--- config.mk ---
export PLATFORM = sky130hd
export DESIGN_NAME = gzip_header_parser
export DESIGN_NICKNAME = d
export VERILOG_FILES = /design/src/rtl/gzhp_pkg.sv /design/src/rtl/gzhp_core.sv /design/src/rtl/gzip_header_parser.sv
export SDC_FILE = /design/constraint.sdc
export NUM_CORES = 1
export LEC_CHECK = 0
export ABC_AREA = 1
export BUFFER_PORTS_ARGS = -buffer_cell sky130_fd_sc_hd__buf_2
export CORE_ASPECT_RATIO = 0.8
export CORE_MARGIN = 2
export CORE_UTILIZATION = 57
export DETAILED_ROUTE_END_ITERATION = 16
export MAX_ROUTING_LAYER = met4
export PLACE_DENSITY = 0.81
export SLEW_MARGIN = 20
export SYNTH_ARGS = -nofsm -noshare
export SYNTH_HDL_FRONTEND = slang
export SYNTH_SLANG_ARGS = --single-unit
export TNS_END_PERCENT = 100
--- constraint.sdc ---
create_clock -name i_clk -period 6.2 [get_ports i_clk]
set_input_delay 0.62 -clock i_clk [delete_from_list [all_inputs] [get_ports i_clk]]
set_output_delay 0.62 -clock i_clk [all_outputs]
set_load 0.03 [all_outputs]
--- src/rtl/gzhp_pkg.sv ---
// Shared types, codes and the CRC-32 byte update for the gzip header parser.
package gzhp_pkg;

    localparam int unsigned LIMIT_W = 32;
    localparam int unsigned OUT_W   = 48;

    localparam logic [7:0] GZ_ID1      = 8'h1f;
    localparam logic [7:0] GZ_ID2      = 8'h8b;
    localparam logic [7:0] GZ_CM       = 8'h08;
    localparam logic [7:0] FLG_RSVD    = 8'he0;
    localparam logic [7:0] FLG_FEXTRA  = 8'h04;
    localparam logic [7:0] FLG_FNAME   = 8'h08;
    localparam logic [7:0] FLG_FCOMM   = 8'h10;
    localparam logic [7:0] FLG_FHCRC   = 8'h02;
    localparam logic [31:0] CRC_PRESET = 32'hFFFFFFFF;
    localparam logic [31:0] CRC_POLY   = 32'hEDB88320;
    localparam logic [LIMIT_W-1:0] MIN_LIMIT = 32'd10;
    localparam logic [LIMIT_W-1:0] FIXED_LEN = 32'd10;

    localparam logic [2:0] ST_MORE   = 3'd0;
    localparam logic [2:0] ST_DONE   = 3'd1;
    localparam logic [2:0] ST_BADID  = 3'd2;
    localparam logic [2:0] ST_LIMIT  = 3'd3;
    localparam logic [2:0] ST_BADCRC = 3'd4;

    typedef enum logic [12:0] {
        PH_ID1     = 13'h0001,
        PH_ID2     = 13'h0002,
        PH_CM      = 13'h0004,
        PH_FLG     = 13'h0008,
        PH_FIXED   = 13'h0010,
        PH_XLEN0   = 13'h0020,
        PH_XLEN1   = 13'h0040,
        PH_XDATA   = 13'h0080,
        PH_NAME    = 13'h0100,
        PH_COMMENT = 13'h0200,
        PH_CRC0    = 13'h0400,
        PH_CRC1    = 13'h0800,
        PH_HELD    = 13'h1000
    } t_phase;

    typedef enum logic [1:0] {
        FROM_XLEN    = 2'd0,
        FROM_NAME    = 2'd1,
        FROM_COMMENT = 2'd2,
        FROM_CRC     = 2'd3
    } t_from;

    typedef struct packed {
        logic [7:0]         flag_bits;
        logic [LIMIT_W-1:0] header_length;
        logic [2:0]         status;
    } t_result;

    function automatic logic [31:0] crc_update(input logic [31:0] crc, input logic [7:0] b);
        logic [31:0] c;
        c = crc ^ {24'd0, b};
        for (int i = 0; i < 8; i++) begin
            c = c[0] ? ((c >> 1) ^ CRC_POLY) : (c >> 1);
        end
        return c;
    endfunction

endpackage

--- src/rtl/gzhp_core.sv ---
// Parse state and per-byte next-state logic of the gzip header parser.
module gzhp_core (
    input  logic                           i_clk,
    input  logic                           i_rst_n,
    input  logic                           i_en,
    input  logic [7:0]                     i_data_byte,
    input  logic                           i_first,
    input  logic [gzhp_pkg::LIMIT_W-1:0]   i_header_limit,
    output gzhp_pkg::t_result              o_result
);
    import gzhp_pkg::*;

    typedef struct packed {
        t_phase     phase;
        logic [2:0] status;
    } t_step;

    t_phase             r_phase, n_phase, c_phase;
    logic [LIMIT_W-1:0] r_off, n_off, c_off, off_inc;
    logic [31:0]        r_crc, n_crc, c_crc;
    logic [7:0]         r_flags, n_flags, c_flags;
    logic [15:0]        r_xrem, n_xrem, c_xrem, xlen, xdec;
    logic [7:0]         r_crclo, n_crclo, c_crclo;
    logic [2:0]         r_status, n_status, c_status;
    t_step              st;

    function automatic t_step settle(input t_from from, input logic [7:0] flags,
                                     input logic [LIMIT_W-1:0] off,
                                     input logic [LIMIT_W-1:0] lim);
        t_step s;
        logic  two_over;
        logic  at_lim;
        two_over = ({1'b0, off} + (LIMIT_W+1)'(2)) > {1'b0, lim};
        at_lim   = off >= lim;
        s.phase  = PH_HELD;
        s.status = ST_DONE;
        if (from == FROM_XLEN && (flags & FLG_FEXTRA) != 8'd0) begin
            s = two_over ? t_step'{PH_HELD, ST_LIMIT} : t_step'{PH_XLEN0, ST_MORE};
        end else if (from <= FROM_NAME && (flags & FLG_FNAME) != 8'd0) begin
            s = at_lim ? t_step'{PH_HELD, ST_LIMIT} : t_step'{PH_NAME, ST_MORE};
        end else if (from <= FROM_COMMENT && (flags & FLG_FCOMM) != 8'd0) begin
            s = at_lim ? t_step'{PH_HELD, ST_LIMIT} : t_step'{PH_COMMENT, ST_MORE};
        end else if ((flags & FLG_FHCRC) != 8'd0) begin
            s = two_over ? t_step'{PH_HELD, ST_LIMIT} : t_step'{PH_CRC0, ST_MORE};
        end
        return s;
    endfunction

    always_comb begin
        c_phase  = i_first ? PH_ID1 : r_phase;
        c_off    = i_first ? '0 : r_off;
        c_crc    = i_first ? CRC_PRESET : r_crc;
        c_flags  = i_first ? 8'd0 : r_flags;
        c_xrem   = i_first ? 16'd0 : r_xrem;
        c_crclo  = i_first ? 8'd0 : r_crclo;
        c_status = i_first ? ST_MORE : r_status;

        off_inc  = c_off + LIMIT_W'(1);
        xlen     = {i_data_byte, c_xrem[7:0]};
        xdec     = c_xrem - 16'd1;
        st       = '{PH_HELD, ST_MORE};

        n_phase  = c_phase;
        n_off    = c_off;
        n_crc    = c_crc;
        n_flags  = c_flags;
        n_xrem   = c_xrem;
        n_crclo  = c_crclo;
        n_status = c_status;

        if (c_phase != PH_HELD) begin
            if (c_phase != PH_CRC0 && c_phase != PH_CRC1) begin
                n_crc = crc_update(c_crc, i_data_byte);
            end
            case (c_phase)
                PH_ID1: begin
                    if (i_header_limit < MIN_LIMIT) begin
                        n_phase  = PH_HELD;
                        n_status = ST_LIMIT;
                    end else if (i_data_byte != GZ_ID1) begin
                        n_phase  = PH_HELD;
                        n_status = ST_BADID;
                    end else begin
                        n_off   = off_inc;
                        n_phase = PH_ID2;
                    end
                end
                PH_ID2: begin
                    if (i_data_byte != GZ_ID2) begin
                        n_phase  = PH_HELD;
                        n_status = ST_BADID;
                    end else begin
                        n_off   = off_inc;
                        n_phase = PH_CM;
                    end
                end
                PH_CM: begin
                    if (i_data_byte != GZ_CM) begin
                        n_phase  = PH_HELD;
                        n_status = ST_BADID;
                    end else begin
                        n_off   = off_inc;
                        n_phase = PH_FLG;
                    end
                end
                PH_FLG: begin
                    n_flags = i_data_byte;
                    if ((i_data_byte & FLG_RSVD) != 8'd0) begin
                        n_phase  = PH_HELD;
                        n_status = ST_BADID;
                    end else begin
                        n_off   = off_inc;
                        n_phase = PH_FIXED;
                    end
                end
                PH_FIXED: begin
                    n_off = off_inc;
                    if (off_inc >= FIXED_LEN) begin
                        st       = settle(FROM_XLEN, c_flags, off_inc, i_header_limit);
                        n_phase  = st.phase;
                        n_status = st.status;
                    end
                end
                PH_XLEN0: begin
                    n_xrem  = {8'd0, i_data_byte};
                    n_off   = off_inc;
                    n_phase = PH_XLEN1;
                end
                PH_XLEN1: begin
                    n_xrem = xlen;
                    n_off  = off_inc;
                    if (({1'b0, off_inc} + (LIMIT_W+1)'(xlen)) > {1'b0, i_header_limit}) begin
                        n_phase  = PH_HELD;
                        n_status = ST_LIMIT;
                    end else if (xlen == 16'd0) begin
                        st       = settle(FROM_NAME, c_flags, off_inc, i_header_limit);
                        n_phase  = st.phase;
                        n_status = st.status;
                    end else begin
                        n_phase = PH_XDATA;
                    end
                end
                PH_XDATA: begin
                    n_off  = off_inc;
                    n_xrem = xdec;
                    if (xdec == 16'd0) begin
                        st       = settle(FROM_NAME, c_flags, off_inc, i_header_limit);
                        n_phase  = st.phase;
                        n_status = st.status;
                    end
                end
                PH_NAME, PH_COMMENT: begin
                    n_off = off_inc;
                    if (i_data_byte == 8'd0) begin
                        st       = settle((c_phase == PH_NAME) ? FROM_COMMENT : FROM_CRC,
                                          c_flags, off_inc, i_header_limit);
                        n_phase  = st.phase;
                        n_status = st.status;
                    end else if (off_inc >= i_header_limit) begin
                        n_phase  = PH_HELD;
                        n_status = ST_LIMIT;
                    end
                end
                PH_CRC0: begin
                    n_crclo = i_data_byte;
                    n_off   = off_inc;
                    n_phase = PH_CRC1;
                end
                PH_CRC1: begin
                    if ({i_data_byte, c_crclo} != ~c_crc[15:0]) begin
                        n_phase  = PH_HELD;
                        n_status = ST_BADCRC;
                    end else begin
                        n_off    = off_inc;
                        n_phase  = PH_HELD;
                        n_status = ST_DONE;
                    end
                end
                default: begin
                    n_phase  = PH_HELD;
                    n_status = ST_BADID;
                end
            endcase
        end

        o_result.status        = n_status;
        o_result.header_length = (n_status == ST_DONE) ? n_off : '0;
        o_result.flag_bits     = n_flags;
    end

    always_ff @(posedge i_clk) begin
        if (!i_rst_n) begin
            r_phase  <= PH_ID1;
            r_off    <= '0;
            r_crc    <= CRC_PRESET;
            r_flags  <= 8'd0;
            r_xrem   <= 16'd0;
            r_crclo  <= 8'd0;
            r_status <= ST_MORE;
        end else if (i_en) begin
            r_phase  <= n_phase;
            r_off    <= n_off;
            r_crc    <= n_crc;
            r_flags  <= n_flags;
            r_xrem   <= n_xrem;
            r_crclo  <= n_crclo;
            r_status <= n_status;
        end
    end

    a_status_only_when_held: assert property (@(posedge i_clk) disable iff (!i_rst_n)
        (r_phase == PH_HELD) || (r_status == ST_MORE))
        else $error("nonzero status outside held phase");

    a_held_sticks: assert property (@(posedge i_clk) disable iff (!i_rst_n)
        (r_phase == PH_HELD && i_en && !i_first) |=>
            (r_phase == PH_HELD && r_status == $past(r_status)))
        else $error("held status changed without first byte");

    a_phase_onehot: assert property (@(posedge i_clk) disable iff (!i_rst_n)
        $onehot(r_phase))
        else $error("parse phase not one-hot");

endmodule

--- src/rtl/gzip_header_parser.sv ---
// Top level of the gzip member header parser: stream ports, limit register, result register.
//
// Input stream s_axis: one header byte per item from offset zero; tuser marks the byte at
// offset zero and restarts parsing. Output stream m_axis: one status item per input item,
// carrying status, header length (valid with status done) and the received flag byte.
// Configuration: i_cfg_we writes i_cfg_wdata into the header limit (file size minus the
// 8-byte footer); write it only while the block is idle.
// Result: registered; a byte's result appears on m_axis in the cycle after it is accepted.
// Throughput: one byte per cycle unless m_axis stalls; the CRC-32 byte update and the phase
// update sit in one combinational stage between the parse state and result registers.
// Stall: the result register holds while m_axis_tready is low; s_axis_tready stays high
// as long as the result register is empty or is being emptied in the same cycle.
// Reset: synchronous, active low; the parser waits for the first id byte, the limit is
// zero and no result is pending. A byte after reset without tuser is parsed as offset zero.
// Once done or failed, the status repeats for every byte until the next tuser byte.
module gzip_header_parser (
    input  logic                          i_clk,
    input  logic                          i_rst_n,
    input  logic                          i_cfg_we,
    input  logic [gzhp_pkg::LIMIT_W-1:0]  i_cfg_wdata,
    input  logic                          s_axis_tvalid,
    output logic                          s_axis_tready,
    input  logic [7:0]                    s_axis_tdata,  // [7:0] data_byte
    input  logic                          s_axis_tuser,  // [0] first
    output logic                          m_axis_tvalid,
    input  logic                          m_axis_tready,
    output logic [gzhp_pkg::OUT_W-1:0]    m_axis_tdata   // [2:0] status, [34:3] header_length,
                                                         // [42:35] flag_bits, [47:43] zero
);
    import gzhp_pkg::*;

    logic [LIMIT_W-1:0] r_header_limit;
    logic               r_out_valid;
    t_result            r_out;
    t_result            result;
    logic               accept;

    assign s_axis_tready = !r_out_valid || m_axis_tready;
    assign accept        = s_axis_tvalid && s_axis_tready;

    gzhp_core u_core (
        .i_clk          (i_clk),
        .i_rst_n        (i_rst_n),
        .i_en           (accept),
        .i_data_byte    (s_axis_tdata),
        .i_first        (s_axis_tuser),
        .i_header_limit (r_header_limit),
        .o_result       (result)
    );

    always_ff @(posedge i_clk) begin
        if (!i_rst_n) begin
            r_header_limit <= '0;
        end else if (i_cfg_we) begin
            r_header_limit <= i_cfg_wdata;
        end
    end

    always_ff @(posedge i_clk) begin
        if (!i_rst_n) begin
            r_out_valid <= 1'b0;
        end else if (accept) begin
            r_out_valid <= 1'b1;
        end else if (m_axis_tready) begin
            r_out_valid <= 1'b0;
        end
    end

    always_ff @(posedge i_clk) begin
        if (accept) begin
            r_out <= result;
        end
    end

    assign m_axis_tvalid = r_out_valid;
    assign m_axis_tdata  = {(OUT_W - $bits(t_result))'(0), r_out};

    a_stall_only_when_full: assert property (@(posedge i_clk) disable iff (!i_rst_n)
        !s_axis_tready |-> m_axis_tvalid)
        else $error("input stalled with empty result register");

    a_accept_gives_result: assert property (@(posedge i_clk) disable iff (!i_rst_n)
        accept |=> m_axis_tvalid)
        else $error("accepted item produced no result");

    a_length_only_when_done: assert property (@(posedge i_clk) disable iff (!i_rst_n)
        m_axis_tvalid |-> (r_out.status == ST_DONE || r_out.header_length == '0))
        else $error("header length without completed header");

endmodule
**After elaboration in Yosys (flattened, before gate mapping)**

Cells that the tools add are included.

- Register bits after elaboration: 188
- Input bits: 46
- Logic and storage cells: 141
- Output and inout port bits: 50

- Muxes and demuxes: 72
- Bitwise logic cells: 10
- Reduce and logical (&&, ||, !) cells: 16
- $add $sub $neg: 4
- Equality and inequality tests: 20
- Order comparisons: 7

Operators by type and width:

| kind | count |
|---|---|
| 32-bit 2-to-1 mux | 19 |
| 16-bit 2-to-1 mux | 13 |
| 32-bit one-hot mux with 6 select lines | 1 |
| 13-bit 2-to-1 mux | 13 |
| 13-bit one-hot mux with 10 select lines | 1 |
| 13-bit inverter with 14-bit output | 8 |
| 33-bit by 32-bit greater-than comparator with 1-bit output | 2 |
| 8-bit 2-to-1 mux | 6 |
| 16-bit one-hot mux with 3 select lines | 1 |
| 3-bit 2-to-1 mux | 14 |
| 32-bit by 16-bit adder with 33-bit output | 1 |
| 32-bit by 2-bit adder with 33-bit output, second input constant | 1 |
| 32-bit by 1-bit adder with 32-bit output, second input constant | 1 |
| 32-bit >= comparator | 1 |
| 32-bit by 4-bit >= comparator with 1-bit output, second input constant | 1 |
| 16-bit logical NOT | 2 |
| 32-bit by 4-bit less-than comparator with 1-bit output, second input constant | 1 |
| 32-bit by 8-bit bitwise XOR with 32-bit output | 1 |
| 3-bit one-hot mux with 10 select lines | 1 |
| 16-bit != test | 1 |
| 16-bit inverter | 1 |
| 16-bit by 1-bit subtractor with 16-bit output, second input constant | 1 |
| 13-bit by 1-bit equality test with 1-bit output, second input constant | 1 |
| 13-bit by 10-bit equality test with 1-bit output, second input constant | 1 |
| other kinds (29) | 36 |

**Depth between registers and ports, before layout**

Gate-level depths: netlist of run 1.

- Depth after elaboration: 20
- Gate-level depth with buffers: 52

**Modules after synthesis**

Synthesis of run 1 repeated with hierarchy kept, for this count alone.

- Cell total of the unflattened synthesis: 2,444
- Area total of the unflattened synthesis: 16,385.7 um^2

By module, submodules not included:

| module | cells an instance | times used | area an instance (um^2) |
|---|---|---|---|
| gzhp_core | 2,250 | 1 | 13,892.1 |
| gzip_header_parser | 194 | 1 | 2,493.6 |

**Worst setup path before layout of run 1**

No wires, ideal clock.

- Kind: input -> register
- Start: input s_axis_tuser
- End: register r_out (netlist bit m_axis_tdata[10]) (data pin)
- Arrival: 6.039 ns
- Stages on the path: 42
- Slack: -0.091 ns
- Setup time: 0.252 ns
- Path buffers: 7
- Cells stage by stage: buf_4 buf_4 buf_4 buf_2 buf_1 clkbuf_1 nor2_1 ha_1 inv_1 fa_1 o21ai_1 nand3_1 nand2_1 a21boi_1 o21ai_0 a21boi_0 o21ai_1 inv_1 [... 6 more ...] nor2_1 a211oi_1 nand2_1 nand2_1 nand2_1 nand2_1 nand2_1 nand2_1 nand2_1 nand2_1 nand2_1 inv_1 nand2_1 nor2_1 nand3_2 nand3_4 buf_6 nor2_2

RTL lines:

| element | line | text |
|---|---|---|
| start, declared | gzip_header_parser.sv:24 | `input logic s_axis_tuser,` |
| end signal, assigned | gzip_header_parser.sv:71 | `r_out <= result;` |
| end, declared | gzip_header_parser.sv:34 | `t_result r_out;` |

**Worst setup path in the final report of run 1**

- Start: register u_core.r_off[0]
- End: register r_out (netlist bit m_axis_tdata[13]) (data pin)

- Word-level cells in the longest chain between the ends: 13
- Elaborated cells between the ends (all ways): 36
- Those cells by class: 3 x add/sub; 4 x order compare; 1 x eq/ne; 28 x mux

Ends and longest elaborated chain:

| element | line | text |
|---|---|---|
| start, declared | gzhp_core.sv:19 | `logic [LIMIT_W-1:0] r_off, n_off, c_off, off_inc;` |
| start signal, assigned | gzhp_core.sv:202 | `r_off <= n_off;` |
| 32-bit 2-to-1 mux (*) | gzhp_core.sv:51 | `c_off = i_first ? '0 : r_off;` |
| 32-bit by 1-bit adder with 32-bit output (*) | gzhp_core.sv:58 | `off_inc = c_off + LIMIT_W'(1);` |
| 32-bit by 2-bit adder with 33-bit output | gzhp_core.sv:33 | `two_over = ({1'b0, off} + (LIMIT_W+1)'(2)) > {1'b0, lim};` |
| 33-bit by 32-bit greater-than comparator with 1-bit output | gzhp_core.sv:33 |  |
| 16-bit 2-to-1 mux | gzhp_core.sv:44 | `s = two_over ? t_step'{PH_HELD, ST_LIMIT} : t_step'{PH_CRC0, ST_MORE};` |
| 16-bit 2-to-1 mux | gzhp_core.sv:43 | `end else if ((flags & FLG_FHCRC) != 8'd0) begin` |
| 16-bit 2-to-1 mux | gzhp_core.sv:41 | `end else if (from <= FROM_COMMENT && (flags & FLG_FCOMM) != 8'd0) begin` |
| 16-bit 2-to-1 mux | gzhp_core.sv:39 | `end else if (from <= FROM_NAME && (flags & FLG_FNAME) != 8'd0) begin` |
| 16-bit 2-to-1 mux or 3-bit 2-to-1 mux (tied branches) | gzhp_core.sv:37, gzhp_core.sv:135 |  |
| 3-bit 2-to-1 mux, on equally long branches | gzhp_core.sv:154, gzhp_core.sv:118, gzhp_core.sv:132 |  |
| 3-bit one-hot mux with 10 select lines | gzhp_core.sv:75 | `case (c_phase)` |
| 3-bit 2-to-1 mux | gzhp_core.sv:71 | `if (c_phase != PH_HELD) begin` |
| 3-bit by 1-bit equality test with 1-bit output | gzhp_core.sv:187 | `o_result.header_length = (n_status == ST_DONE) ? n_off : '0;` |

Mark *: on every way between the ends. The rest lies on a longest branch, timed or not.
A chain may end at the register's enable or synchronous reset.

==> impl_metrics.xml, run 1 <==
<?xml version="1.0" encoding="UTF-8"?>
<metrics>
  <group name="worst_setup_path">
    <metric name="worst_setup_path_start_kind" unit="">register</metric>
    <metric name="timing.critical_path.buf_inv" unit="">9</metric>
    <metric name="cp_slowest_stage_delay" unit="ns">0.34</metric>
    <metric name="critPathArrivalTime" unit="ns">6.10</metric>
    <metric name="worstPathRequired" unit="ns">6.51</metric>
    <metric name="critPathSlowestCell" unit="">sky130_fd_sc_hd__dfxtp_2</metric>
    <metric name="critPathCaptureType" unit="">register</metric>
    <metric name="largest_driver_fanout_on_the_critical_path" unit="">7</metric>
    <metric name="cp_top_delay_family" unit="">simple AND/OR/NAND/NOR gates</metric>
    <metric name="critPathMostFrequentCell" unit="">sky130_fd_sc_hd__nand2_1</metric>
    <metric name="timing.setup.critical_path_class" unit="">reg -&gt; reg</metric>
  </group>
  <group name="timing">
    <metric name="maxSlewViolCount" unit="">0</metric>
    <metric name="post-route-min-period" unit="ns">5.80</metric>
    <metric name="timing.fmax" unit="GHz">0.172</metric>
    <metric name="setup_violations" unit="">0</metric>
    <metric name="final.period_utilization" unit="">0.935</metric>
    <metric name="worst-slew-pin-transition" unit="ns">1.10</metric>
    <metric name="finalHoldWorstSlack" unit="ns">0.415</metric>
    <metric name="clock_skew" unit="ns">0.0165</metric>
    <metric name="slew_headroom" unit="">0.259</metric>
    <metric name="hold_viol_final" unit="">0</metric>
  </group>
  <group name="floorplanning">
    <metric name="chipHeight" unit="um">154</metric>
    <metric name="design.portCount" unit="">96</metric>
    <metric name="dieWidth" unit="um">191</metric>
    <metric name="std_cell_rows" unit="">54</metric>
    <metric name="initial_util" unit="">0.583</metric>
    <metric name="core-area" unit="mm^2">0.0274</metric>
    <metric name="die-area" unit="mm^2">0.0294</metric>
  </group>
  <group name="global_routing">
    <metric name="number_of_global_route_vias_before_repair" unit="">15139</metric>
    <metric name="gr-total-overflow" unit="">0</metric>
    <metric name="grt_start_max_net_pins" unit="">77</metric>
    <metric name="wire_length_of_the_first_global_routing_pass" unit="um">83000</metric>
    <metric name="gr-usage-all-layers" unit="">0.374</metric>
    <metric name="grt_antenna_before_repair" unit="">3</metric>
  </group>
  <group name="synthesis">
    <metric name="post_synth_edffs" unit="">43</metric>
    <metric name="synth-seq-area-share" unit="">0.262</metric>
    <metric name="synth-main-ff-cell" unit="">sky130_fd_sc_hd__dfxtp_1</metric>
    <metric name="async_reset_ff_frac" unit="">0</metric>
    <metric name="synthesized_instance_count" unit="">2449</metric>
    <metric name="synthDominantAreaCellType" unit="">sky130_fd_sc_hd__dfxtp_1</metric>
    <metric name="most_used_standard_cell_by_instance_count_after_synthesis" unit="">sky130_fd_sc_hd__nand2_1</metric>
    <metric name="synth_cell_type_count" unit="">54</metric>
    <metric name="synth.cell_area" unit="mm^2">0.0160</metric>
    <metric name="yosys_warnings" unit="">0</metric>
    <metric name="synth_top_cells_by_area" unit="">sky130_fd_sc_hd__dfxtp_1 (18%), sky130_fd_sc_hd__nand2_1 (12%), sky130_fd_sc_hd__ha_1 (9.1%), sky130_fd_sc_hd__inv_1 (8.6%), sky130_fd_sc_hd__edfxtp_1 (8.1%)</metric>
    <metric name="yosysTopAreaCellShare" unit="">0.181</metric>
    <metric name="post_synthesis_sequential_element_count" unit="">188</metric>
    <metric name="most_frequent_cells_after_synthesis" unit="">sky130_fd_sc_hd__nand2_1 (496), sky130_fd_sc_hd__inv_1 (366), sky130_fd_sc_hd__nor2_1 (269)</metric>
    <metric name="synth_area_per_cell" unit="um^2">6.53</metric>
  </group>
  <group name="finish">
    <metric name="fill_cells" unit="">2501</metric>
    <metric name="layout.core_utilization" unit="">0.672</metric>
    <metric name="multiInputGateArea" unit="mm^2">0.0102</metric>
    <metric name="final_design_area_no_fill" unit="mm^2">0.0184</metric>
    <metric name="flip_flop_and_latch_area" unit="mm^2">0.00420</metric>
    <metric name="nNetsFinal" unit="">2781</metric>
    <metric name="layout-drive-gt1-share" unit="">0.149</metric>
    <metric name="syn_to_final_growth" unit="%">15.1</metric>
  </group>
  <group name="route">
    <metric name="drt-met1-wl" unit="um">25700</metric>
    <metric name="detail_route.vias_per_cell" unit="">5.76</metric>
    <metric name="wl_met3" unit="um">7070</metric>
    <metric name="drt_pass1_iterations" unit="">6</metric>
    <metric name="drt-wirelength-per-cell" unit="um">17.9</metric>
    <metric name="postRouteAntennaNets" unit="">0</metric>
    <metric name="first_iter_violations" unit="">2130</metric>
    <metric name="drt-total-wl" unit="um">53700</metric>
    <metric name="wl_met2" unit="um">20400</metric>
    <metric name="highest-signal-layer" unit="">met4</metric>
    <metric name="num_vias" unit="">17253</metric>
    <metric name="drc" unit="">0</metric>
  </group>
  <group name="pwr">
    <metric name="p_leak" unit="nW">8.92</metric>
    <metric name="powerDensity" unit="mW/mm^2">200</metric>
    <metric name="max-vdd-ir-drop" unit="V">0.000205</metric>
  </group>
  <group name="clocking">
    <metric name="cts_num_sinks" unit="">188</metric>
    <metric name="worstSkewPairLatency" unit="ns">0.46</metric>
    <metric name="clock_tree.root_cell" unit="">sky130_fd_sc_hd__clkbuf_16</metric>
    <metric name="tritoncts" unit="">yes</metric>
    <metric name="clk_pin_slew_worst_paths" unit="ns">0.08</metric>
    <metric name="ctsHtreeMaxLevel" unit="">4</metric>
    <metric name="cts_buffers" unit="">17</metric>
    <metric name="clk_path_buf_depth" unit="">2</metric>
    <metric name="number_of_hold_buffers_added_after_cts" unit="">0</metric>
  </group>
  <group name="placement">
    <metric name="buffer_ports.inserted" unit="">90</metric>
    <metric name="place_area" unit="mm^2">0.0175</metric>
    <metric name="dp_hpwl" unit="um">41400</metric>
    <metric name="gp_congestion" unit="">1.01</metric>
  </group>
  <group name="flow_run">
    <metric name="timing.max_cap.violations" unit="">0</metric>
  </group>
  <group name="worst_hold_path">
    <metric name="holdCritPathClass" unit="">in -&gt; reg</metric>
  </group>
  <group name="status">
    <metric name="status" unit="">finished, final reports clean</metric>
  </group>
</metrics>
## layout make-up
cell class	count	area share
clock inverter	14	0.00795
tap	364	0.0247
antenna	2	0.000272
sequential	188	0.228
clock buffer	18	0.0238
timing repair buffer	228	0.0848
multi-input combinational	1802	0.553
inverter	380	0.0779
## registers in the layout (all words and copies together), names as in the netlist
| name | count |
|---|---|
| u_core.r_phase | 13 |
| r_header_limit | 32 |
| m_axis_tdata | 43 |
| u_core.r_crc | 32 |
| u_core.r_crclo | 8 |
| u_core.r_off | 32 |
| u_core.r_status | 3 |
| u_core.r_flags | 8 |
| m_axis_tvalid | 1 |
| u_core.r_xrem | 16 |
## logic make-up after synthesis
| family | count (synthesis) | share of synthesized area |
|---|---|---|
| other | 1 | 0.000234 |
| flip-flops | 188 | 0.262 |
| AO/OA/AOI/OAI | 486 | 0.165 |
| XOR/XNOR | 151 | 0.0845 |
| buffers and inverters | 463 | 0.114 |
| AND/OR/NAND/NOR | 1042 | 0.281 |
| adder cells (fa/ha/maj) | 118 | 0.0927 |
## metrics by stage
stage	cells	setup slack [ns]	TNS [ns]	power [mW]
6_report	2996	0.402	0	3.69
5_1_grt	2995	-0.0301	-0.205	3.88
4_1_cts	2984	0.148	0	3.65
3_5_place_dp	2952	-0.237	-6.48	2.53
3_3_place_gp	2952	-0.0497	-1.39	2.51
2_1_floorplan	2453	0.00490	0	2.21
## placed cells by master (no fill, tap or decap), types with 55 or more instances in the layout
cell type,n
sky130_fd_sc_hd__buf_4,132
sky130_fd_sc_hd__xor2_1,101
sky130_fd_sc_hd__nand3_1,99
sky130_fd_sc_hd__inv_1,363
sky130_fd_sc_hd__a21oi_1,195
sky130_fd_sc_hd__ha_1,115
sky130_fd_sc_hd__o21ai_0,210
sky130_fd_sc_hd__buf_2,90
sky130_fd_sc_hd__nand2_1,487
sky130_fd_sc_hd__nor2_1,257
sky130_fd_sc_hd__dfxtp_1,144
sky130_fd_sc_hd__nor2_2,55
## worst register-to-register path, delay by kind of cell (launching register included)
kind	cells	cell delay, ns
compound gates	4	0.52
xor+xnor	1	0.16
fa+ha+maj	3	0.82
buf+inv	9	0.92
flops	1	0.34
simple gates	29	2.88
## per-layer routing
metal / vias up / GRT usage
met5: - / -
met4: 0 / 0.0634
met3: 48 / 0.0808
met2: 996 / 0.472
met1: 7907 / 0.596
li1: 8302 / -
## power by group
| group | switching (mW) | internal [mW] |
|---|---|---|
| registers | 0.0566 | 1.34 |
| logic | 0.763 | 0.404 |
| clock network | 0.576 | 0.550 |
| total | 1.40 | 2.30 |
## path summary, 6_finish.rpt
check / slack, ns / from / endpoint / depth (start not counted)
setup reg to reg: 0.40 / u_core.r_off[0] / m_axis_tdata[13] / 46
setup / recovery: 0.40 / u_core.r_off[0] / m_axis_tdata[13] / 46
hold reg to reg: 0.47 / u_core.r_xrem[11] / u_core.r_xrem[11] / 2
hold / removal: 0.41 / i_cfg_wdata[0] / r_header_limit[0] / 3
## timing repair
item,4_1_cts,5_1_grt
setup endpoints to repair,0,42
setup buffers,0,7
resized for setup,0,46
hold endpoints to repair,0,0
Power figures use the tool's default switching activity.
==> run 2: changes to the inputs <==
CORE_MARGIN = 1.5   (was 2)
CORE_UTILIZATION = 65   (was 57)
HOLD_SLACK_MARGIN = 0.02   (was default)
PLACE_DENSITY = 0.87   (was 0.81)
clock period = 7.3 ns   (was 6.2 ns; I/O delays follow)
==> impl_metrics.xml, run 2 (synthesis results as in run 1) <==
<?xml version="1.0" encoding="UTF-8"?>
<metrics>
  <group name="floorplanning">
    <metric name="dieWidth" unit="um">178</metric>
    <metric name="chipHeight" unit="um">143</metric>
    <metric name="std_cell_rows" unit="">51</metric>
    <metric name="die-area" unit="mm^2">0.0256</metric>
    <metric name="initial_util" unit="">0.660</metric>
    <metric name="core-area" unit="mm^2">0.0242</metric>
    <metric name="design.portCount" unit="">96</metric>
  </group>
  <group name="worst_setup_path">
    <metric name="largest_driver_fanout_on_the_critical_path" unit="">16</metric>
    <metric name="cp_slowest_stage_delay" unit="ns">0.42</metric>
    <metric name="critPathCaptureType" unit="">register</metric>
    <metric name="critPathArrivalTime" unit="ns">7.23</metric>
    <metric name="timing.setup.critical_path_class" unit="">in -&gt; reg</metric>
    <metric name="setup_slack_on_the_worst_flop_to_flop_path" unit="ns">0.47</metric>
    <metric name="timing.reg2reg.worst_path_depth" unit="">38</metric>
    <metric name="worst_setup_path_start_kind" unit="">primary input</metric>
    <metric name="worstPathRequired" unit="ns">7.60</metric>
    <metric name="critPathMostFrequentCell" unit="">sky130_fd_sc_hd__nand2_1</metric>
    <metric name="critPathSlowestCell" unit="">sky130_fd_sc_hd__a21oi_2</metric>
  </group>
  <group name="status">
    <metric name="status" unit="">finished, final reports clean</metric>
  </group>
  <group name="timing">
    <metric name="maxSlewViolCount" unit="">0</metric>
    <metric name="worst-slew-pin-transition" unit="ns">1.18</metric>
    <metric name="tns" unit="ns">0</metric>
    <metric name="clock_skew" unit="ns">0.0164</metric>
    <metric name="slew_headroom" unit="">0.212</metric>
    <metric name="finalWorstSetupSlack" unit="ns">0.372</metric>
    <metric name="hold_viol_final" unit="">0</metric>
    <metric name="setup_repair_after_global_routing_missed_its_margin" unit="">false</metric>
    <metric name="setup_violations" unit="">0</metric>
    <metric name="final.period_utilization" unit="">0.949</metric>
    <metric name="post-route-min-period" unit="ns">6.93</metric>
    <metric name="finalHoldWorstSlack" unit="ns">0.467</metric>
    <metric name="timing.fmax" unit="GHz">0.144</metric>
  </group>
  <group name="clocking">
    <metric name="tritoncts" unit="">yes</metric>
    <metric name="clk_pin_slew_worst_paths" unit="ns">0.08</metric>
    <metric name="clk_path_buf_depth" unit="">2</metric>
    <metric name="ctsHtreeMaxLevel" unit="">4</metric>
    <metric name="worstSkewPairLatency" unit="ns">0.46</metric>
    <metric name="cts_num_sinks" unit="">188</metric>
    <metric name="cts_buffers" unit="">17</metric>
    <metric name="clock_tree.root_cell" unit="">sky130_fd_sc_hd__clkbuf_16</metric>
  </group>
  <group name="finish">
    <metric name="nNetsFinal" unit="">2677</metric>
    <metric name="most_frequent_standard_cell_in_the_layout_excluding_fill_and_tap_cells" unit="">sky130_fd_sc_hd__nand2_1</metric>
    <metric name="multiInputGateArea" unit="mm^2">0.0100</metric>
    <metric name="layout-drive-gt1-share" unit="">0.0990</metric>
    <metric name="fill_cells" unit="">2024</metric>
    <metric name="finish.cell_count_without_fillers" unit="">2844</metric>
    <metric name="num_antenna_cells" unit="">0</metric>
    <metric name="syn_to_final_growth" unit="%">8.66</metric>
    <metric name="final_cell_mix" unit="">sky130_fd_sc_hd__nand2_1 (495), sky130_fd_sc_hd__inv_1 (365), sky130_fd_sc_hd__nor2_1 (269)</metric>
    <metric name="flip_flop_and_latch_area" unit="mm^2">0.00419</metric>
    <metric name="largest_register_ffs" unit="">43</metric>
    <metric name="final_design_area_no_fill" unit="mm^2">0.0174</metric>
    <metric name="layout.core_utilization" unit="">0.717</metric>
  </group>
  <group name="route">
    <metric name="drt_pass1_iterations" unit="">7</metric>
    <metric name="postRouteAntennaNets" unit="">0</metric>
    <metric name="drt-total-wl" unit="um">55000</metric>
    <metric name="detail_route.vias_per_cell" unit="">6.10</metric>
    <metric name="drt-wirelength-per-cell" unit="um">19.3</metric>
    <metric name="first_iter_violations" unit="">2557</metric>
    <metric name="num_vias" unit="">17358</metric>
    <metric name="drc" unit="">0</metric>
  </group>
  <group name="placement">
    <metric name="preCtsSetupSlack" unit="ns">0.183</metric>
    <metric name="gp_congestion" unit="">1.04</metric>
    <metric name="post-place-cells" unit="">2810</metric>
    <metric name="dp_hpwl" unit="um">41100</metric>
    <metric name="place_area" unit="mm^2">0.0167</metric>
    <metric name="buffer_ports.inserted" unit="">90</metric>
  </group>
  <group name="global_routing">
    <metric name="wire_length_of_the_first_global_routing_pass" unit="um">82500</metric>
    <metric name="number_of_global_route_vias_before_repair" unit="">15062</metric>
    <metric name="gr-usage-all-layers" unit="">0.432</metric>
    <metric name="gr-total-overflow" unit="">0</metric>
    <metric name="grt_antenna_before_repair" unit="">0</metric>
    <metric name="grt_start_max_net_pins" unit="">82</metric>
  </group>
  <group name="worst_hold_path">
    <metric name="min_delay_path_depth" unit="">2</metric>
    <metric name="holdCritPathClass" unit="">reg -&gt; reg</metric>
  </group>
  <group name="pwr">
    <metric name="max-vdd-ir-drop" unit="V">0.000169</metric>
    <metric name="report.power.total" unit="mW">3.14</metric>
    <metric name="powerDensity" unit="mW/mm^2">181</metric>
    <metric name="p_leak" unit="nW">8.37</metric>
  </group>
  <group name="flow_run">
    <metric name="timing.max_cap.violations" unit="">0</metric>
  </group>
</metrics>
-- run 2: power breakdown --
part,switching (mW),internal (mW)
sequential,0.0507,1.14
combinational,0.650,0.318
clock,0.502,0.483
total,1.20,1.94
-- run 2: timing repair --
action / 4_1_cts / 5_1_grt
resized for setup: 0 / 3
hold buffers: 0 / 0
endpoints found under the setup margin: 0 / 32
setup buffers: 0 / 1
-- run 2: per-layer routing --
layer	vias up	wire (um)	part of all wire	GRT usage
li1	8090	-	-	-
met4	0	962	0.017	0.0890
met1	7896	23900	0.44	0.637
met3	120	8660	0.16	0.137
met2	1252	21400	0.39	0.563
met5	-	0	0	-
-- run 2: final cells by class --
cell class,count,share of cell area
flip-flops and latches,188,0.241
inverters,380,0.0822
clock inverters,14,0.00957
well taps,318,0.0229
repair buffers,123,0.0416
multi-input cells,1803,0.577
clock buffers,18,0.0259
-- run 2: final timing paths --
path	start	to
worst max-delay path	s_axis_tuser	m_axis_tdata[3]
worst max register to register	u_core.r_off[1]	m_axis_tdata[3]
worst min-delay path	u_core.r_xrem[13]	u_core.r_xrem[13]
worst min register to register	u_core.r_xrem[13]	u_core.r_xrem[13]
-- run 2: critical path, delay by kind of cell --
kind / cells / cell delay [ns]
and+or+nand+nor: 26 / 4.38
xor gates and xnor gates: 1 / 0.18
buffers and inverters: 6 / 0.79
adders and majority gates: 3 / 0.73
AOI/OAI and AO/OA: 1 / 0.42
==> run 3: changes to the inputs <==
CORE_UTILIZATION = 58   (was 65)
PLACE_DENSITY = 0.8   (was 0.87)
==> impl_metrics.xml, run 3 (synthesis results as in run 1) <==
<?xml version="1.0" encoding="UTF-8"?>
<metrics>
  <group name="global_routing">
    <metric name="gr-usage-all-layers" unit="">0.370</metric>
    <metric name="number_of_global_route_vias_before_repair" unit="">14115</metric>
    <metric name="wire_length_of_the_first_global_routing_pass" unit="um">79000</metric>
    <metric name="gr-total-overflow" unit="">0</metric>
    <metric name="grt_antenna_before_repair" unit="">0</metric>
    <metric name="grt_start_max_net_pins" unit="">89</metric>
  </group>
  <group name="floorplanning">
    <metric name="std_cell_rows" unit="">54</metric>
    <metric name="core-area" unit="mm^2">0.0272</metric>
    <metric name="chipHeight" unit="um">152</metric>
    <metric name="die-area" unit="mm^2">0.0286</metric>
    <metric name="design.portCount" unit="">96</metric>
    <metric name="dieWidth" unit="um">189</metric>
    <metric name="initial_util" unit="">0.589</metric>
  </group>
  <group name="finish">
    <metric name="finish.cell_count_without_fillers" unit="">2884</metric>
    <metric name="final_cell_mix" unit="">sky130_fd_sc_hd__nand2_1 (495), sky130_fd_sc_hd__inv_1 (365), sky130_fd_sc_hd__nor2_1 (268)</metric>
    <metric name="nNetsFinal" unit="">2669</metric>
    <metric name="layout-drive-gt1-share" unit="">0.0961</metric>
    <metric name="largest_register_ffs" unit="">43</metric>
    <metric name="syn_to_final_growth" unit="%">8.80</metric>
    <metric name="fill_cells" unit="">2569</metric>
    <metric name="most_frequent_standard_cell_in_the_layout_excluding_fill_and_tap_cells" unit="">sky130_fd_sc_hd__nand2_1</metric>
  </group>
  <group name="timing">
    <metric name="tns" unit="ns">0</metric>
    <metric name="worst-slew-pin-transition" unit="ns">1.05</metric>
    <metric name="hold_viol_final" unit="">0</metric>
    <metric name="finalHoldWorstSlack" unit="ns">0.466</metric>
    <metric name="setup_violations" unit="">0</metric>
    <metric name="clock_skew" unit="ns">0.0209</metric>
    <metric name="timing.fmax" unit="GHz">0.147</metric>
    <metric name="final.period_utilization" unit="">0.934</metric>
    <metric name="maxSlewViolCount" unit="">0</metric>
    <metric name="slew_headroom" unit="">0.300</metric>
    <metric name="post-route-min-period" unit="ns">6.82</metric>
  </group>
  <group name="worst_hold_path">
    <metric name="hold_crit_start" unit="">u_core.r_xrem[11]</metric>
    <metric name="hold-path-endpoint" unit="">u_core.r_xrem[11]</metric>
    <metric name="min_delay_path_depth" unit="">2</metric>
    <metric name="holdCritPathClass" unit="">reg -&gt; reg</metric>
  </group>
  <group name="clocking">
    <metric name="clk_path_buf_depth" unit="">2</metric>
    <metric name="clk_pin_slew_worst_paths" unit="ns">0.08</metric>
    <metric name="cts_buffers" unit="">17</metric>
    <metric name="worstSkewPairLatency" unit="ns">0.46</metric>
    <metric name="tritoncts" unit="">yes</metric>
    <metric name="number_of_hold_buffers_added_after_cts" unit="">0</metric>
    <metric name="ctsHtreeMaxLevel" unit="">4</metric>
    <metric name="clock_tree.root_cell" unit="">sky130_fd_sc_hd__clkbuf_16</metric>
    <metric name="cts_num_sinks" unit="">188</metric>
  </group>
  <group name="worst_setup_path">
    <metric name="critPathSlowestCell" unit="">sky130_fd_sc_hd__ha_1</metric>
    <metric name="timing.setup.critical_path_class" unit="">in -&gt; reg</metric>
    <metric name="crit-reg2reg-launch" unit="">u_core.r_off[0]</metric>
    <metric name="setup_slack_on_the_worst_flop_to_flop_path" unit="ns">0.57</metric>
    <metric name="cp_slowest_stage_delay" unit="ns">0.41</metric>
    <metric name="worst_setup_path_start_kind" unit="">primary input</metric>
    <metric name="timing.rr.end" unit="">m_axis_tdata[7]</metric>
    <metric name="largest_driver_fanout_on_the_critical_path" unit="">16</metric>
    <metric name="critPathMostFrequentCell" unit="">sky130_fd_sc_hd__nand2_1</metric>
    <metric name="critPathCaptureType" unit="">register</metric>
    <metric name="worst_setup_path_startpoint" unit="">s_axis_tuser</metric>
    <metric name="worstPathRequired" unit="ns">7.61</metric>
    <metric name="timing.reg2reg.worst_path_depth" unit="">49</metric>
    <metric name="critPathArrivalTime" unit="ns">7.13</metric>
  </group>
  <group name="route">
    <metric name="highest-signal-layer" unit="">met4</metric>
    <metric name="drc" unit="">0</metric>
    <metric name="drt-total-wl" unit="um">52300</metric>
    <metric name="detail_route.vias_per_cell" unit="">5.73</metric>
    <metric name="drt-wirelength-per-cell" unit="um">18.1</metric>
    <metric name="postRouteAntennaNets" unit="">0</metric>
    <metric name="wl_met2" unit="um">19300</metric>
    <metric name="first_iter_violations" unit="">2063</metric>
    <metric name="drt-met1-wl" unit="um">25100</metric>
    <metric name="wl_met3" unit="um">7170</metric>
    <metric name="drt_pass1_iterations" unit="">6</metric>
    <metric name="num_vias" unit="">16538</metric>
  </group>
  <group name="placement">
    <metric name="buffer_ports.inserted" unit="">90</metric>
    <metric name="post-place-cells" unit="">2848</metric>
    <metric name="dp_hpwl" unit="um">39800</metric>
    <metric name="gp_congestion" unit="">1.01</metric>
  </group>
  <group name="pwr">
    <metric name="powerDensity" unit="mW/mm^2">181</metric>
    <metric name="p_leak" unit="nW">8.34</metric>
    <metric name="max-vdd-ir-drop" unit="V">0.000220</metric>
  </group>
  <group name="flow_run">
    <metric name="timing.max_cap.violations" unit="">0</metric>
  </group>
  <group name="status">
    <metric name="status" unit="">finished, final reports clean</metric>
  </group>
</metrics>
## run 3: area by class of cell
| class | instances | area (um^2) | share of cell area |
|---|---|---|---|
| multi-input combinational | 1803 | 10000 | 0.577 |
| sequential | 188 | 4190 | 0.241 |
| inverter | 380 | 1430 | 0.0821 |
| timing repair buffer | 115 | 663 | 0.0381 |
| tap | 364 | 455 | 0.0262 |
| clock buffer | 19 | 433 | 0.0249 |
| clock inverter | 13 | 181 | 0.0104 |
| antenna | 2 | 5.00 | 0.000287 |
## run 3: repair_timing
action / 4_1_cts / 5_1_grt
setup endpoints to repair: 0 / 32
buffers inserted: 0 / 1
resized for setup: 0 / 5
## run 3: critical path, delay by kind of cell
kind,cells,cell delay (ns)
adders and majority gates,2,0.67
xor gates and xnor gates,2,0.38
buffers and inverters,8,1.07
and+or+nand+nor,22,2.91
AOI/OAI and AO/OA,5,1.34
## run 3: per-stage QoR
stage	util	power [mW]	setup slack (ns)	cell area, um^2
final	0.641	3.15	0.480	17400
after global routing	0.641	3.30	-0.0283	17400
after CTS	0.638	3.12	0.455	17300
after detailed placement	0.616	2.12	0.0269	16700
after global placement	0.616	2.10	0.165	16700
after floorplan	-	1.88	0.899	16000
## run 3: metal layers
layer  global-route usage  up-vias
met4               0.0615        0
met1                0.560     7495
met5                    -        -
met3                0.120       58
li1                     -     8089
met2                0.467      896
## run 3: report_power, final
part / internal [mW] / total [mW] / leakage [nW] / switching (mW)
Clock: 0.551 / 1.01 / 0.301 / 0.459
Sequential: 1.14 / 1.19 / 1.63 / 0.0469
Combinational: 0.316 / 0.949 / 6.41 / 0.633
Total: 2.01 / 3.15 / 8.34 / 1.14
## run 3: worst max-delay path by stage
stage	endpoint	slack, ns
3_5_place_dp	m_axis_tdata[3]	0.03
6_report	m_axis_tdata[7]	0.48
2_1_floorplan	m_axis_tdata[10]	0.90
4_1_cts	m_axis_tdata[10]	0.45
3_3_place_gp	m_axis_tdata[4]	0.16
5_1_grt	m_axis_tdata[7]	-0.03
